$ cat src/etdl_pkg.sv
package etdl_pkg;

  // field widths fixed by the interface
  localparam int unsigned MaskW    = 64;
  localparam int unsigned AddrW    = 64;
  localparam int unsigned StrideW  = 21;
  localparam int unsigned ActiveW  = 7;
  localparam int unsigned ExpNumW  = 6;
  localparam int unsigned SlotW    = 10;
  localparam int unsigned CfgIdxW  = 2;
  localparam int unsigned CfgDataW = 64;

  // parameter defaults
  localparam int unsigned MaxTokensDef  = 1024;
  localparam int unsigned MaxExpertsDef = 64;

  // depth of the command queue between front and back
  localparam int unsigned QueueDepth = 2;

  // register reset values
  localparam logic [ActiveW-1:0] ActiveExpertsRst = ActiveW'(16);
  localparam logic [AddrW-1:0]   TokenBaseRst     = '0;
  localparam logic [StrideW-1:0] TokenStrideRst   = StrideW'(8192);

  // configuration register indexes
  typedef enum logic [CfgIdxW-1:0] {
    CfgActiveExperts = 2'd0,
    CfgTokenBase     = 2'd1,
    CfgTokenStride   = 2'd2
  } cfg_idx_e;

  // input item
  typedef struct packed {
    logic [MaskW-1:0] token_mask;
    logic             first_of_batch;
  } in_item_t;

  // result item
  typedef struct packed {
    logic [ExpNumW-1:0] expert_number;
    logic [SlotW-1:0]   list_slot;
    logic [AddrW-1:0]   token_address;
    logic               last_of_token;
    logic               overflow;
  } out_item_t;

  // classified token handed from front to back
  typedef struct packed {
    logic [MaskW-1:0] mask;
    logic [AddrW-1:0] addr;
    logic             ovf;
    logic             clear;
  } cmd_t;

endpackage

$ cat src/etdl_front.sv
module etdl_front
  import etdl_pkg::*;
#(
  parameter int unsigned MAX_TOKENS  = MaxTokensDef,
  parameter int unsigned MAX_EXPERTS = MaxExpertsDef
) (
  input  logic               clk_i,
  input  logic               rst_ni,
  input  logic               in_valid_i,
  output logic               in_stall_o,
  input  in_item_t           in_data_i,
  input  logic [ActiveW-1:0] active_experts_i,
  input  logic [AddrW-1:0]   token_base_i,
  input  logic [StrideW-1:0] token_stride_i,
  output logic               push_valid_o,
  input  logic               push_ready_i,
  output cmd_t               push_data_o
);

  localparam int unsigned CntW  = $clog2(MAX_TOKENS + 1);
  localparam int unsigned ProdW = CntW + StrideW;

  logic             accept;
  logic             push;
  logic [CntW-1:0]  cnt_q, cnt_d;
  logic [CntW-1:0]  cnt_eff;
  logic             ovf;
  logic [MaskW-1:0] keep;
  logic             s1_valid_q;
  logic             s1_clear_q;
  logic             s1_ovf_q;
  logic [MaskW-1:0] s1_mask_q;
  logic [ProdW-1:0] s1_prod_q;

  // handshake
  assign push         = s1_valid_q && push_ready_i;
  assign in_stall_o   = s1_valid_q && !push_ready_i;
  assign accept       = in_valid_i && !in_stall_o;
  assign push_valid_o = s1_valid_q;

  // token index and batch full check
  always_comb begin
    cnt_eff = in_data_i.first_of_batch ? '0 : cnt_q;
    ovf     = cnt_eff >= CntW'(MAX_TOKENS);
    cnt_d   = cnt_q;
    if (accept) begin
      cnt_d = ovf ? cnt_eff : cnt_eff + CntW'(1);
    end
  end

  // experts that are active
  always_comb begin
    for (int e = 0; e < MaskW; e++) begin
      keep[e] = (e < MAX_EXPERTS) && (ActiveW'(e) < active_experts_i);
    end
  end

  // control registers
  always_ff @(posedge clk_i or negedge rst_ni) begin
    if (!rst_ni) begin
      cnt_q      <= '0;
      s1_valid_q <= 1'b0;
    end else begin
      cnt_q <= cnt_d;
      if (accept) begin
        s1_valid_q <= 1'b1;
      end else if (push) begin
        s1_valid_q <= 1'b0;
      end
    end
  end

  // stage payload, index times stride
  always_ff @(posedge clk_i) begin
    if (accept) begin
      s1_clear_q <= in_data_i.first_of_batch;
      s1_ovf_q   <= ovf;
      s1_mask_q  <= in_data_i.token_mask & keep;
      s1_prod_q  <= ProdW'(cnt_eff) * ProdW'(token_stride_i);
    end
  end

  // add base and hand to queue
  always_comb begin
    push_data_o.mask  = s1_mask_q;
    push_data_o.addr  = token_base_i + AddrW'(s1_prod_q);
    push_data_o.ovf   = s1_ovf_q;
    push_data_o.clear = s1_clear_q;
  end

`ifndef SYNTHESIS
  // a dropped token leaves the counter at the batch limit
  assert property (@(posedge clk_i) disable iff (!rst_ni)
    push && s1_ovf_q |-> cnt_q == CntW'(MAX_TOKENS))
    else $error("dropped token while counter below limit");
`endif

endmodule

$ cat src/etdl_fifo.sv
module etdl_fifo
  import etdl_pkg::*;
#(
  parameter int unsigned DEPTH = QueueDepth
) (
  input  logic clk_i,
  input  logic rst_ni,
  input  logic push_valid_i,
  output logic push_ready_o,
  input  cmd_t push_data_i,
  input  logic pop_i,
  output logic empty_o,
  output cmd_t head_o
);

  localparam int unsigned PtrW = (DEPTH > 1) ? $clog2(DEPTH) : 1;
  localparam int unsigned CntW = $clog2(DEPTH + 1);

  cmd_t            mem_q [DEPTH];
  logic [PtrW-1:0] wr_ptr_q;
  logic [PtrW-1:0] rd_ptr_q;
  logic [CntW-1:0] count_q;
  logic            push;
  logic            pop;

  assign push_ready_o = count_q != CntW'(DEPTH);
  assign empty_o      = count_q == '0;
  assign push         = push_valid_i && push_ready_o;
  assign pop          = pop_i && !empty_o;
  assign head_o       = mem_q[rd_ptr_q];

  // pointers and fill count
  always_ff @(posedge clk_i or negedge rst_ni) begin
    if (!rst_ni) begin
      wr_ptr_q <= '0;
      rd_ptr_q <= '0;
      count_q  <= '0;
    end else begin
      if (push) begin
        wr_ptr_q <= (wr_ptr_q == PtrW'(DEPTH - 1)) ? '0 : wr_ptr_q + PtrW'(1);
      end
      if (pop) begin
        rd_ptr_q <= (rd_ptr_q == PtrW'(DEPTH - 1)) ? '0 : rd_ptr_q + PtrW'(1);
      end
      if (push && !pop) begin
        count_q <= count_q + CntW'(1);
      end else if (pop && !push) begin
        count_q <= count_q - CntW'(1);
      end
    end
  end

  // storage
  always_ff @(posedge clk_i) begin
    if (push) begin
      mem_q[wr_ptr_q] <= push_data_i;
    end
  end

endmodule

$ cat src/etdl_back.sv
module etdl_back
  import etdl_pkg::*;
#(
  parameter int unsigned MAX_EXPERTS = MaxExpertsDef
) (
  input  logic      clk_i,
  input  logic      rst_ni,
  input  logic      empty_i,
  input  cmd_t      head_i,
  output logic      pop_o,
  output logic      out_valid_o,
  input  logic      out_stall_i,
  output out_item_t out_data_o
);

  localparam int unsigned ExpW    = MAX_EXPERTS;
  localparam int unsigned ExpIdxW = $clog2(MAX_EXPERTS);

  function automatic logic [ExpIdxW-1:0] oh_to_idx(input logic [ExpW-1:0] oh);
    logic [ExpIdxW-1:0] idx;
    idx = '0;
    for (int i = 0; i < ExpW; i++) begin
      if (oh[i]) begin
        idx = idx | ExpIdxW'(i);
      end
    end
    return idx;
  endfunction

  // issue stage
  logic               a_valid_q, a_valid_d;
  logic               a_ovf_q;
  logic [ExpW-1:0]    rem_q;
  logic [AddrW-1:0]   a_addr_q;
  logic [ExpW-1:0]    rem_next;
  logic [ExpIdxW-1:0] iss_e;
  logic               a_last;
  logic               a_free;
  logic               load;
  logic               issue;

  // read stage
  logic               b_valid_q;
  logic [ExpIdxW-1:0] b_e_q;
  logic [AddrW-1:0]   b_addr_q;
  logic               b_last_q;
  logic               b_ovf_q;
  logic               b_vbit_q;
  logic               fwd_q;
  logic [SlotW-1:0]   fwd_data_q;
  logic [SlotW-1:0]   rdata_q;
  logic [SlotW-1:0]   b_slot;
  logic               b_adv;
  logic               wr_en;

  // position store and its valid bits
  logic [SlotW-1:0]   pos_mem [MAX_EXPERTS];
  logic [ExpW-1:0]    pv_q;

  // output register
  logic               out_valid_q;
  out_item_t          out_q;

  // pick the lowest routed expert
  always_comb begin
    rem_next = rem_q & (rem_q - ExpW'(1));
    iss_e    = a_ovf_q ? '0 : oh_to_idx(rem_q & (~rem_q + ExpW'(1)));
    a_last   = a_ovf_q || (rem_next == '0);
  end

  // pipeline control
  assign b_adv  = b_valid_q && (!out_valid_q || !out_stall_i);
  assign issue  = a_valid_q && (!b_valid_q || b_adv);
  assign a_free = !a_valid_q || (issue && a_last);
  assign load   = !empty_i && a_free &&
                  (!head_i.clear || (!a_valid_q && !b_valid_q));
  assign pop_o  = load;
  assign wr_en  = b_adv && !b_ovf_q;

  always_comb begin
    a_valid_d = a_valid_q;
    if (load) begin
      a_valid_d = head_i.ovf || (head_i.mask[ExpW-1:0] != '0);
    end else if (issue && a_last) begin
      a_valid_d = 1'b0;
    end
  end

  // current slot, bypassing a write that raced the read
  always_comb begin
    if (fwd_q) begin
      b_slot = fwd_data_q;
    end else begin
      b_slot = b_vbit_q ? rdata_q : '0;
    end
  end

  // control registers
  always_ff @(posedge clk_i or negedge rst_ni) begin
    if (!rst_ni) begin
      a_valid_q   <= 1'b0;
      b_valid_q   <= 1'b0;
      out_valid_q <= 1'b0;
      fwd_q       <= 1'b0;
      pv_q        <= '0;
    end else begin
      a_valid_q <= a_valid_d;
      if (issue) begin
        b_valid_q <= 1'b1;
      end else if (b_adv) begin
        b_valid_q <= 1'b0;
      end
      if (b_adv) begin
        out_valid_q <= 1'b1;
      end else if (!out_stall_i) begin
        out_valid_q <= 1'b0;
      end
      if (issue) begin
        fwd_q <= wr_en && !a_ovf_q && (b_e_q == iss_e);
      end else if (b_adv) begin
        fwd_q <= 1'b0;
      end
      priority if (load && head_i.clear) begin
        pv_q <= '0;
      end else if (wr_en) begin
        pv_q[b_e_q] <= 1'b1;
      end
    end
  end

  // issue stage payload
  always_ff @(posedge clk_i) begin
    if (load) begin
      a_ovf_q  <= head_i.ovf;
      rem_q    <= head_i.mask[ExpW-1:0];
      a_addr_q <= head_i.addr;
    end else if (issue) begin
      rem_q <= rem_next;
    end
  end

  // read stage payload
  always_ff @(posedge clk_i) begin
    if (issue) begin
      b_e_q      <= iss_e;
      b_addr_q   <= a_addr_q;
      b_last_q   <= a_last;
      b_ovf_q    <= a_ovf_q;
      b_vbit_q   <= pv_q[iss_e];
      fwd_data_q <= b_slot + SlotW'(1);
    end
  end

  // position memory, read on issue and written back on transfer to output
  always_ff @(posedge clk_i) begin
    if (issue) begin
      rdata_q <= pos_mem[iss_e];
    end
    if (wr_en) begin
      pos_mem[b_e_q] <= b_slot + SlotW'(1);
    end
  end

  // output payload
  always_ff @(posedge clk_i) begin
    if (b_adv) begin
      if (b_ovf_q) begin
        out_q.expert_number <= '0;
        out_q.list_slot     <= '0;
        out_q.token_address <= '0;
        out_q.last_of_token <= 1'b0;
        out_q.overflow      <= 1'b1;
      end else begin
        out_q.expert_number <= ExpNumW'(b_e_q);
        out_q.list_slot     <= b_slot;
        out_q.token_address <= b_addr_q;
        out_q.last_of_token <= b_last_q;
        out_q.overflow      <= 1'b0;
      end
    end
  end

  assign out_valid_o = out_valid_q;
  assign out_data_o  = out_q;

`ifndef SYNTHESIS
  // a routed token in the issue stage always has an expert left
  assert property (@(posedge clk_i) disable iff (!rst_ni)
    a_valid_q && !a_ovf_q |-> rem_q != '0)
    else $error("issue stage holds a token with no expert left");

  // bypass only refers to an entry waiting in the read stage
  assert property (@(posedge clk_i) disable iff (!rst_ni)
    fwd_q |-> b_valid_q)
    else $error("bypass flag without a read stage entry");

  // a written position is valid afterwards
  assert property (@(posedge clk_i) disable iff (!rst_ni)
    wr_en |=> pv_q[$past(b_e_q)])
    else $error("position write did not mark its entry valid");
`endif

endmodule

$ cat src/expert_token_dispatch_lists_unit.sv
// Builds per-expert dispatch lists from a stream of token routing masks. Each
// input transfer carries one token's 64-bit mask; for every set bit below the
// active expert count the block emits one result in rising expert order,
// holding the expert number, that expert's next list slot and the token
// address base + index * stride, with last_of_token marking the final entry
// of the token. first_of_batch clears the token counter and all expert
// positions before the token is handled. Once MAX_TOKENS tokens are counted
// in a batch, further tokens are dropped and each returns one result with
// only overflow set. Rate: the back end emits one result per cycle while the
// output is not stalled, one per routed expert (one for a dropped token); a
// token that routes to no active expert yields no result but still takes a
// back-end load. A first_of_batch token waits until the back end's issue and
// read stages have drained. The configuration port writes active_experts
// (index 0), token_base_address (1) and token_stride (2); other indexes are
// ignored.
module expert_token_dispatch_lists_unit
  import etdl_pkg::*;
#(
  parameter int unsigned MAX_TOKENS  = MaxTokensDef,
  parameter int unsigned MAX_EXPERTS = MaxExpertsDef
) (
  input  logic                clk_i,
  input  logic                rst_ni,
  input  logic                in_valid_i,
  output logic                in_stall_o,
  input  in_item_t            in_data_i,
  output logic                out_valid_o,
  input  logic                out_stall_i,
  output out_item_t           out_data_o,
  input  logic                cfg_we_i,
  input  logic [CfgIdxW-1:0]  cfg_idx_i,
  input  logic [CfgDataW-1:0] cfg_data_i
);

  logic [ActiveW-1:0] active_experts_q;
  logic [AddrW-1:0]   token_base_q;
  logic [StrideW-1:0] token_stride_q;

  logic push_valid;
  logic push_ready;
  cmd_t push_data;
  logic pop;
  logic q_empty;
  cmd_t q_head;

  // configuration registers
  always_ff @(posedge clk_i or negedge rst_ni) begin
    if (!rst_ni) begin
      active_experts_q <= ActiveExpertsRst;
      token_base_q     <= TokenBaseRst;
      token_stride_q   <= TokenStrideRst;
    end else if (cfg_we_i) begin
      unique case (cfg_idx_e'(cfg_idx_i))
        CfgActiveExperts: active_experts_q <= cfg_data_i[ActiveW-1:0];
        CfgTokenBase:     token_base_q     <= cfg_data_i[AddrW-1:0];
        CfgTokenStride:   token_stride_q   <= cfg_data_i[StrideW-1:0];
        default: ;
      endcase
    end
  end

  // front: counting, drop check, address
  etdl_front #(
    .MAX_TOKENS  (MAX_TOKENS),
    .MAX_EXPERTS (MAX_EXPERTS)
  ) u_front (
    .clk_i            (clk_i),
    .rst_ni           (rst_ni),
    .in_valid_i       (in_valid_i),
    .in_stall_o       (in_stall_o),
    .in_data_i        (in_data_i),
    .active_experts_i (active_experts_q),
    .token_base_i     (token_base_q),
    .token_stride_i   (token_stride_q),
    .push_valid_o     (push_valid),
    .push_ready_i     (push_ready),
    .push_data_o      (push_data)
  );

  // command queue
  etdl_fifo #(
    .DEPTH (QueueDepth)
  ) u_fifo (
    .clk_i        (clk_i),
    .rst_ni       (rst_ni),
    .push_valid_i (push_valid),
    .push_ready_o (push_ready),
    .push_data_i  (push_data),
    .pop_i        (pop),
    .empty_o      (q_empty),
    .head_o       (q_head)
  );

  // back: per-expert entries and list positions
  etdl_back #(
    .MAX_EXPERTS (MAX_EXPERTS)
  ) u_back (
    .clk_i       (clk_i),
    .rst_ni      (rst_ni),
    .empty_i     (q_empty),
    .head_i      (q_head),
    .pop_o       (pop),
    .out_valid_o (out_valid_o),
    .out_stall_i (out_stall_i),
    .out_data_o  (out_data_o)
  );

endmodule
$ cat config.mk
export PLATFORM = sky130hd
export DESIGN_NAME = expert_token_dispatch_lists_unit
export DESIGN_NICKNAME = d
export VERILOG_FILES = /design/src/etdl_pkg.sv /design/src/etdl_front.sv /design/src/etdl_fifo.sv /design/src/etdl_back.sv /design/src/expert_token_dispatch_lists_unit.sv
export SDC_FILE = /design/constraint.sdc
export NUM_CORES = 2
export LEC_CHECK = 0
export ABC_AREA = 1
export ABC_CLOCK_PERIOD_IN_PS = 9300
export CAP_MARGIN = 30
export CELL_PAD_IN_SITES_DETAIL_PLACEMENT = 0
export CELL_PAD_IN_SITES_GLOBAL_PLACEMENT = 1
export CORE_UTILIZATION = 51
export CTS_CLUSTER_DIAMETER = 30
export DETAILED_ROUTE_END_ITERATION = 8
export DONT_BUFFER_PORTS = 1
export PLACE_DENSITY = 0.78
export SLEW_MARGIN = 20
export SYNTH_ARGS = -nofsm -noshare
export SYNTH_HDL_FRONTEND = slang
export SYNTH_HIERARCHICAL = 1
export SYNTH_SLANG_ARGS = --single-unit
$ cat constraint.sdc
create_clock -name clk_i -period 9.3 [get_ports clk_i]
set_input_delay 0.465 -clock clk_i [delete_from_list [all_inputs] [get_ports clk_i]]
set_output_delay 0.465 -clock clk_i [all_outputs]
set_load 0.02 [all_outputs]
## Yosys cells after proc, flatten, opt, wreduce, memory -nomap -nowiden

Memories as Yosys holds them, arrays and structs flattened. A register that Yosys moved wholly into a read port is not among the register bits.
Cells that the tools add are included.

- Memories: 2
- Latch bits: 0
- Flip-flop bits (word level): 568
- Bits in read-only memories: 0
- RAM bits: 900

Memories:

| memory | words | bits a word | read ports | clocked after Yosys merged registers in | wr ports | line | RTL |
|---|---|---|---|---|---|---|---|
| u_back.pos_mem | 64 | 10 | 1 | 1 | 1 | etdl_back.sv:57 | `logic [SlotW-1:0] pos_mem [MAX_EXPERTS];` |
| u_fifo.mem_q | 2 | 130 | 1 | 0 | 1 | etdl_fifo.sv:19 | `cmd_t mem_q [DEPTH];` |

- Div/mod/pow operators: 0
- Mux-type cells: 108
- Bitwise operators: 5
- Magnitude comparators: 68
- Add/sub/neg operators: 9
- Reduce and logical (&&, ||, !) cells: 48
- Equality and inequality tests: 8
- $mul: 1
- Shift operators: 0

Operator list:

| cell | count |
|---|---|
| 64-bit two-way mux | 8 |
| 6-bit by 7-bit < comparator with 1-bit output (first input constant) | 32 |
| 6-bit two-way mux | 33 |
| 64-bit AND | 3 |
| 82-bit two-way mux | 2 |
| 5-bit by 7-bit < comparator with 1-bit output (first input constant) | 16 |
| 5-bit two-way mux | 16 |
| 64-bit by 1-bit adder with 64-bit output (second input constant) | 1 |
| 64-bit by 32-bit adder with 64-bit output | 1 |
| 64-bit logical NOT | 1 |
| 64-bit NOT | 1 |
| 64-bit bitwise OR | 1 |
| 64-bit nonzero test | 1 |
| 64-bit by 1-bit subtractor with 64-bit output (second input constant) | 1 |
| 4-bit by 7-bit < comparator with 1-bit output (first input constant) | 8 |
| 21-bit two-way mux | 2 |
| 11-bit by 21-bit multiplier with 32-bit output | 1 |
| 4-bit two-way mux | 8 |
| 3-bit by 7-bit < comparator with 1-bit output (first input constant) | 4 |
| 1-bit two-way mux | 22 |
| 11-bit two-way mux | 2 |
| 10-bit two-way mux | 2 |
| 1-bit logical AND | 17 |
| 1-bit by 7-bit < comparator with 1-bit output (first input constant) | 2 |
| 24 further kinds | 62 |

## Longest topological paths before layout

- Depth after elaboration: 70
- Depth in mapped cells: 28
- Gate-level depth less buffers: 26

## Modules after synthesis

The synthesis kept the hierarchy.

By module, submodules not included:

| module | sequential area each (µm²) | area each (µm²) | cells an instance | instances |
|---|---|---|---|---|
| etdl_back | 30048.8 | 43780.7 | 4116 | 1 |
| etdl_front | 3243.1 | 15896.5 | 2244 | 1 |
| etdl_fifo | 7907.6 | 9708.1 | 708 | 1 |
| expert_token_dispatch_lists_unit | 2304.7 | 3774.9 | 411 | 1 |

## Worst setup path after synthesis

OpenSTA, ideal clock, no wires.

- Kind: register -> register
- Start: register u_fifo.count_q[0]
- End: memory u_fifo/mem_q[0][0] in the netlist's numbering (enable)
- Buffers on the path: 0
- Cell stages (with the launch flop): 5
- Library setup time: 621 ps
- Data arrival time: 6026 ps
- Slack: 2653 ps
- Cell sequence: dfrtp_1 > inv_1 > nand2_1 > nand2_1 > nor2_1

- Cells in the longest elaborated chain, start to end: 4

Ends and longest elaborated chain:

| item | line | RTL |
|---|---|---|
| from (decl) | etdl_fifo.sv:22 | `logic [CntW-1:0] count_q;` |
| from (signal assigned) | etdl_fifo.sv:46 | `count_q <= count_q + CntW'(1);` |
| from (signal assigned) | etdl_fifo.sv:48 | `count_q <= count_q - CntW'(1);` |
| 2-bit != test | etdl_fifo.sv:26 | `assign push_ready_o = count_q != CntW'(DEPTH);` |
| named net push_ready | expert_token_dispatch_lists_unit.sv:40 | `logic push_ready;` |
| 1-bit logical AND | etdl_fifo.sv:28 | `assign push = push_valid_i && push_ready_o;` |
| 1-bit two-way mux | etdl_fifo.sv:55 | `if (push) begin` |
| 1-bit two-way mux (implied by the code) | etdl_fifo.sv:56 | `mem_q[wr_ptr_q] <= push_data_i;` |
| to (decl) | etdl_fifo.sv:19 |  |

The timed path passes the listed nets, and every way through them passes these cells.

## Worst setup path after layout

- Start: input in_data_i[0] in the netlist's numbering
- End: register u_front.s1_prod_q[31] (data pin)

- Cells in the longest elaborated chain, start to end: 2

Ends and longest elaborated chain:

| item | line | RTL |
|---|---|---|
| from (decl) | expert_token_dispatch_lists_unit.sv:26 | `input in_item_t in_data_i,` |
| 11-bit two-way mux | etdl_front.sv:43 | `cnt_eff = in_data_i.first_of_batch ? '0 : cnt_q;` |
| 11-bit by 21-bit multiplier with 32-bit output | etdl_front.sv:79 | `s1_prod_q <= ProdW'(cnt_eff) * ProdW'(token_stride_i);` |
| to (signal assigned) | etdl_front.sv:79 |  |
| to (decl) | etdl_front.sv:33 | `logic [ProdW-1:0] s1_prod_q;` |

No other way between the ends.
A chain may end at the register's enable or synchronous reset.

==> qor.yml <==
timing:
  drv_slew: 0
  min_period_ns: 6.01
  hold_slack_ns: 0.0383
  finalHoldViolations: 0
  fin_worst_skew_ns: 0.0989
  fin_ws_ns: 3.29
  worst_pin_slew_ns: 1.04
  slew_headroom_pct: 30.7
  rsz0062_at_grt: "no"
  period_share_pct: 64.6
  max_freq_ghz: 0.166
  final-setup-viol-count: 0
  setup-tns-final_ns: 0
global_route:
  first_global_vias: 54300
  grt_overflow_total: 0
  antenna_found_initial: 8
  track_usage_pct: 30.1
  grt_first_pass_wirelength_mm: 331
  grt_max_degree: 177
route:
  drt_iter0_markers: 5311
  drc: 0
  ant_nets: 0
  first_pass_iters: 6
  routed_wl_mm: 218
  vias: 54800
  vias_per_cell: 5.54
  wl_per_cell_microns: 22.0
clocking:
  cts_buffers: 318
  htree_levels: 5
  clockBufferDepth: 4
  cts_root_buf: "clkbuf_16"
  cts_tree: "built"
  clkTransAtPathRegs_ns: 0.04
  clk_latency_ns: 0.92
  cts.sinks: 1478
  cts.repair_timing.setup_buffer_count: 0
critical_path:
  critical-path-max-stage-delay_ns: 0.69
  critPathArrivalTime_ns: 6.62
  path_class: "input pin to flip-flop"
  start_kind: "input pin"
  worstPathRequired_ns: 9.91
  path_cells: "dlygate4sd3_1, inv_2, nand2_1, clkinv_1, nand2_1, fa_1, fa_1, inv_1, fa_1, fa_1, inv_1, fa_1, inv_1, ha_1, nand2_1, nor2_1, nand2_1, nand2_1, nand2_1, nand2_1, nand2_1, nand3b_1, nand2_1"
  cp-startpoint: "in_data_i[0]"
  crit_top_cell: "nand2_1"
  cp-end-kind: "flip-flop"
  cp_slowest_cell: "dlygate4sd3_1"
  rr_startpoint: "u_front/cnt_q[9]"
  path_max_fanout: 14
  r2r_slack_ns: 3.37
power:
  p_sw_share_pct: 35.8
  p_int_uw: 18800
  p_comb_share_pct: 26.5
  power_density_nw_per_um2: 335
  vdd_drop_max_v: 0.000300
  switching_power_uw: 10500
  seq_power_share_pct: 35.8
  power.share.clock_pct: 37.7
  p_leak_uw: 0.0374
synth:
  synthesis.area_sq_um: 73200
  yosysUniqueCellTypes: 55
  ys_top_cells_by_area: "edfxtp_1 53%, nand2_1 12%, nand3_1 6.1%"
  synthTopCellsByCount: "2350 x nand2_1, 1302 x edfxtp_1, 887 x nand3_1"
  yosysTopAreaCell: "edfxtp_1"
  syn_nets: 7891
  synth-seq-cells: 1478
  seq_area_frac_synth_pct: 59.5
  synthDominantCellAreaShare_pct: 53.4
  yosysMostFrequentCell: "nand2_1"
  yosysWarnings: 6
  synth_edf_count: 1302
  ys.flop_type: "edfxtp_1"
  async_flop_share_pct: 11.9
  avgSynthCellArea_sq_um: 9.78
  syn_inst: 7479
layout:
  nets: 8180
  layoutNonFillerInstCount: 9902
  synthToLayoutAreaGrowth_pct: 19.4
  drive_gt1_share_pct: 9.38
min_path:
  min_path_type: "input pin to flip-flop"
  min_from: "cfg_idx_i[1]"
floorplan:
  die_height_microns: 381
  dieWidth_microns: 381
  ioPinCount: 220
  start_util_pct: 51.5
  rows: 138
  core-area_sq_um: 142000
  die_area_sq_um: 145000
placed_design:
  place_hpwl_mm: 142
  dpl.cell_count: 9176
  io_buffers: 0
  dpl_worst_slack_ns: 3.32
  gp_congestion: 0.950
run:
  cap_violations: 0
status:
  status: "completed"
## cell usage in the layout (no fill, tap or decap), types with 15 or more instances in the layout
cell type,synthesis,routed
buf_4,43,111
o21ai_0,59,59
nor2_2,15,20
nand3_1,887,887
inv_6,0,24
inv_2,16,16
nand2_2,18,17
edfxtp_1,1302,1302
dlygate4sd3_1,0,148
nand2_1,2350,2349
clkinv_4,0,21
clkinvlp_4,0,34
fa_1,171,171
nand4_1,166,166
nor2_4,12,17
bufinv_16,0,33
clkinv_1,6,16
clkbuf_1,86,31
nor3_1,71,71
nand3b_1,53,53
clkbuf_8,0,20
inv_1,779,776
xor2_1,61,54
dfrtp_1,174,173
a21boi_0,15,15
a21oi_1,72,72
nor4_1,28,28
clkbuf_16,0,322
ha_1,105,104
clkinv_2,0,55
nor2_1,715,705
## final cells by class
type / count / area, sq um
fillers: 11600 / 54600
flip-flops and latches: 1478 / 43500
multi-input cells: 4892 / 25300
clock buffers: 373 / 8450
inverters: 802 / 3030
repair buffers: 276 / 2660
well taps: 1890 / 2360
clock inverters: 188 / 2070
diodes: 3 / 7.51
## per-stage QoR
stage	util, %	power, uW	cell area, sq um
after detailed placement	52.9	18100	75100
final	61.5	29200	87400
after CTS	61.4	29300	87200
after global routing	61.5	30500	87400
after floorplan	-	15400	73200
after global placement	52.7	18000	74800
## logic make-up after synthesis
group           count (synthesis)  synth area share, %
simple gates                 4343                 25.3
buf+inv                      1109                 6.30
flops                        1478                 59.5
fa+ha+maj                     277                 6.49
compound gates                200                 1.60
xor+xnor                       72                0.862
## metal layers
layer	GRT usage (%)	vias up	routed length, microns
met3	5.66	396	17800
met2	47.3	2319	101000
li1	-	25400	-
met4	10.3	0	6310
met5	0	-	0
met1	42.0	26700	92400
## registers in the layout, indices dropped and copies added (netlist names), 2 cells and up
register and cells:
u_back/pos_mem 640, u_fifo/mem_q 260, u_back/out_data_o 82, token_base_q 64, u_back/a_addr_q 64, u_back/b_addr_q 64, u_back/pv_q 64, u_back/rem_q 64
u_front/s1_mask_q 64, u_front/s1_prod_q 32, token_stride_q 21, u_front/cnt_q 11, u_back/fwd_data_q 10, u_back/rdata_q 10, active_experts_q 7, u_back/b_e_q 6
u_fifo/count_q 2
## worst max-delay path: cells and delay by family
family,cells,cell delay [ns]
and+or+nand+nor,11,1.70
buffers and inverters,6,1.47
adders and majority gates,6,3.01
## power by group through the flow
stage	sequential, uW	clock, uW	combinational, uW
detailed placement	10500	0	7550
global placement	10500	0	7450
finish	10500	11000	7750
floorplan	10300	0	5110
global route	10600	11500	8500
CTS	10500	11100	7700
## worst paths after layout
check / endpoint / depth (start not counted)
setup / recovery: u_front/s1_prod_q[31] / 23
hold / removal: token_stride_q[19] / 3
setup reg to reg: u_front/s1_prod_q[31] / 21
hold reg to reg: u_back/b_addr_q[41] / 0
max in group asynchronous: u_back/pv_q[0] / 3
min in group asynchronous: active_experts_q[3] / 2
## timing repair
item / 4_1_cts / 5_1_grt
resized for setup: 0 / 0
hold endpoints to repair: 339 / 0
hold buffers: 151 / 0
Note: power is estimated with default switching activity, not from simulation.
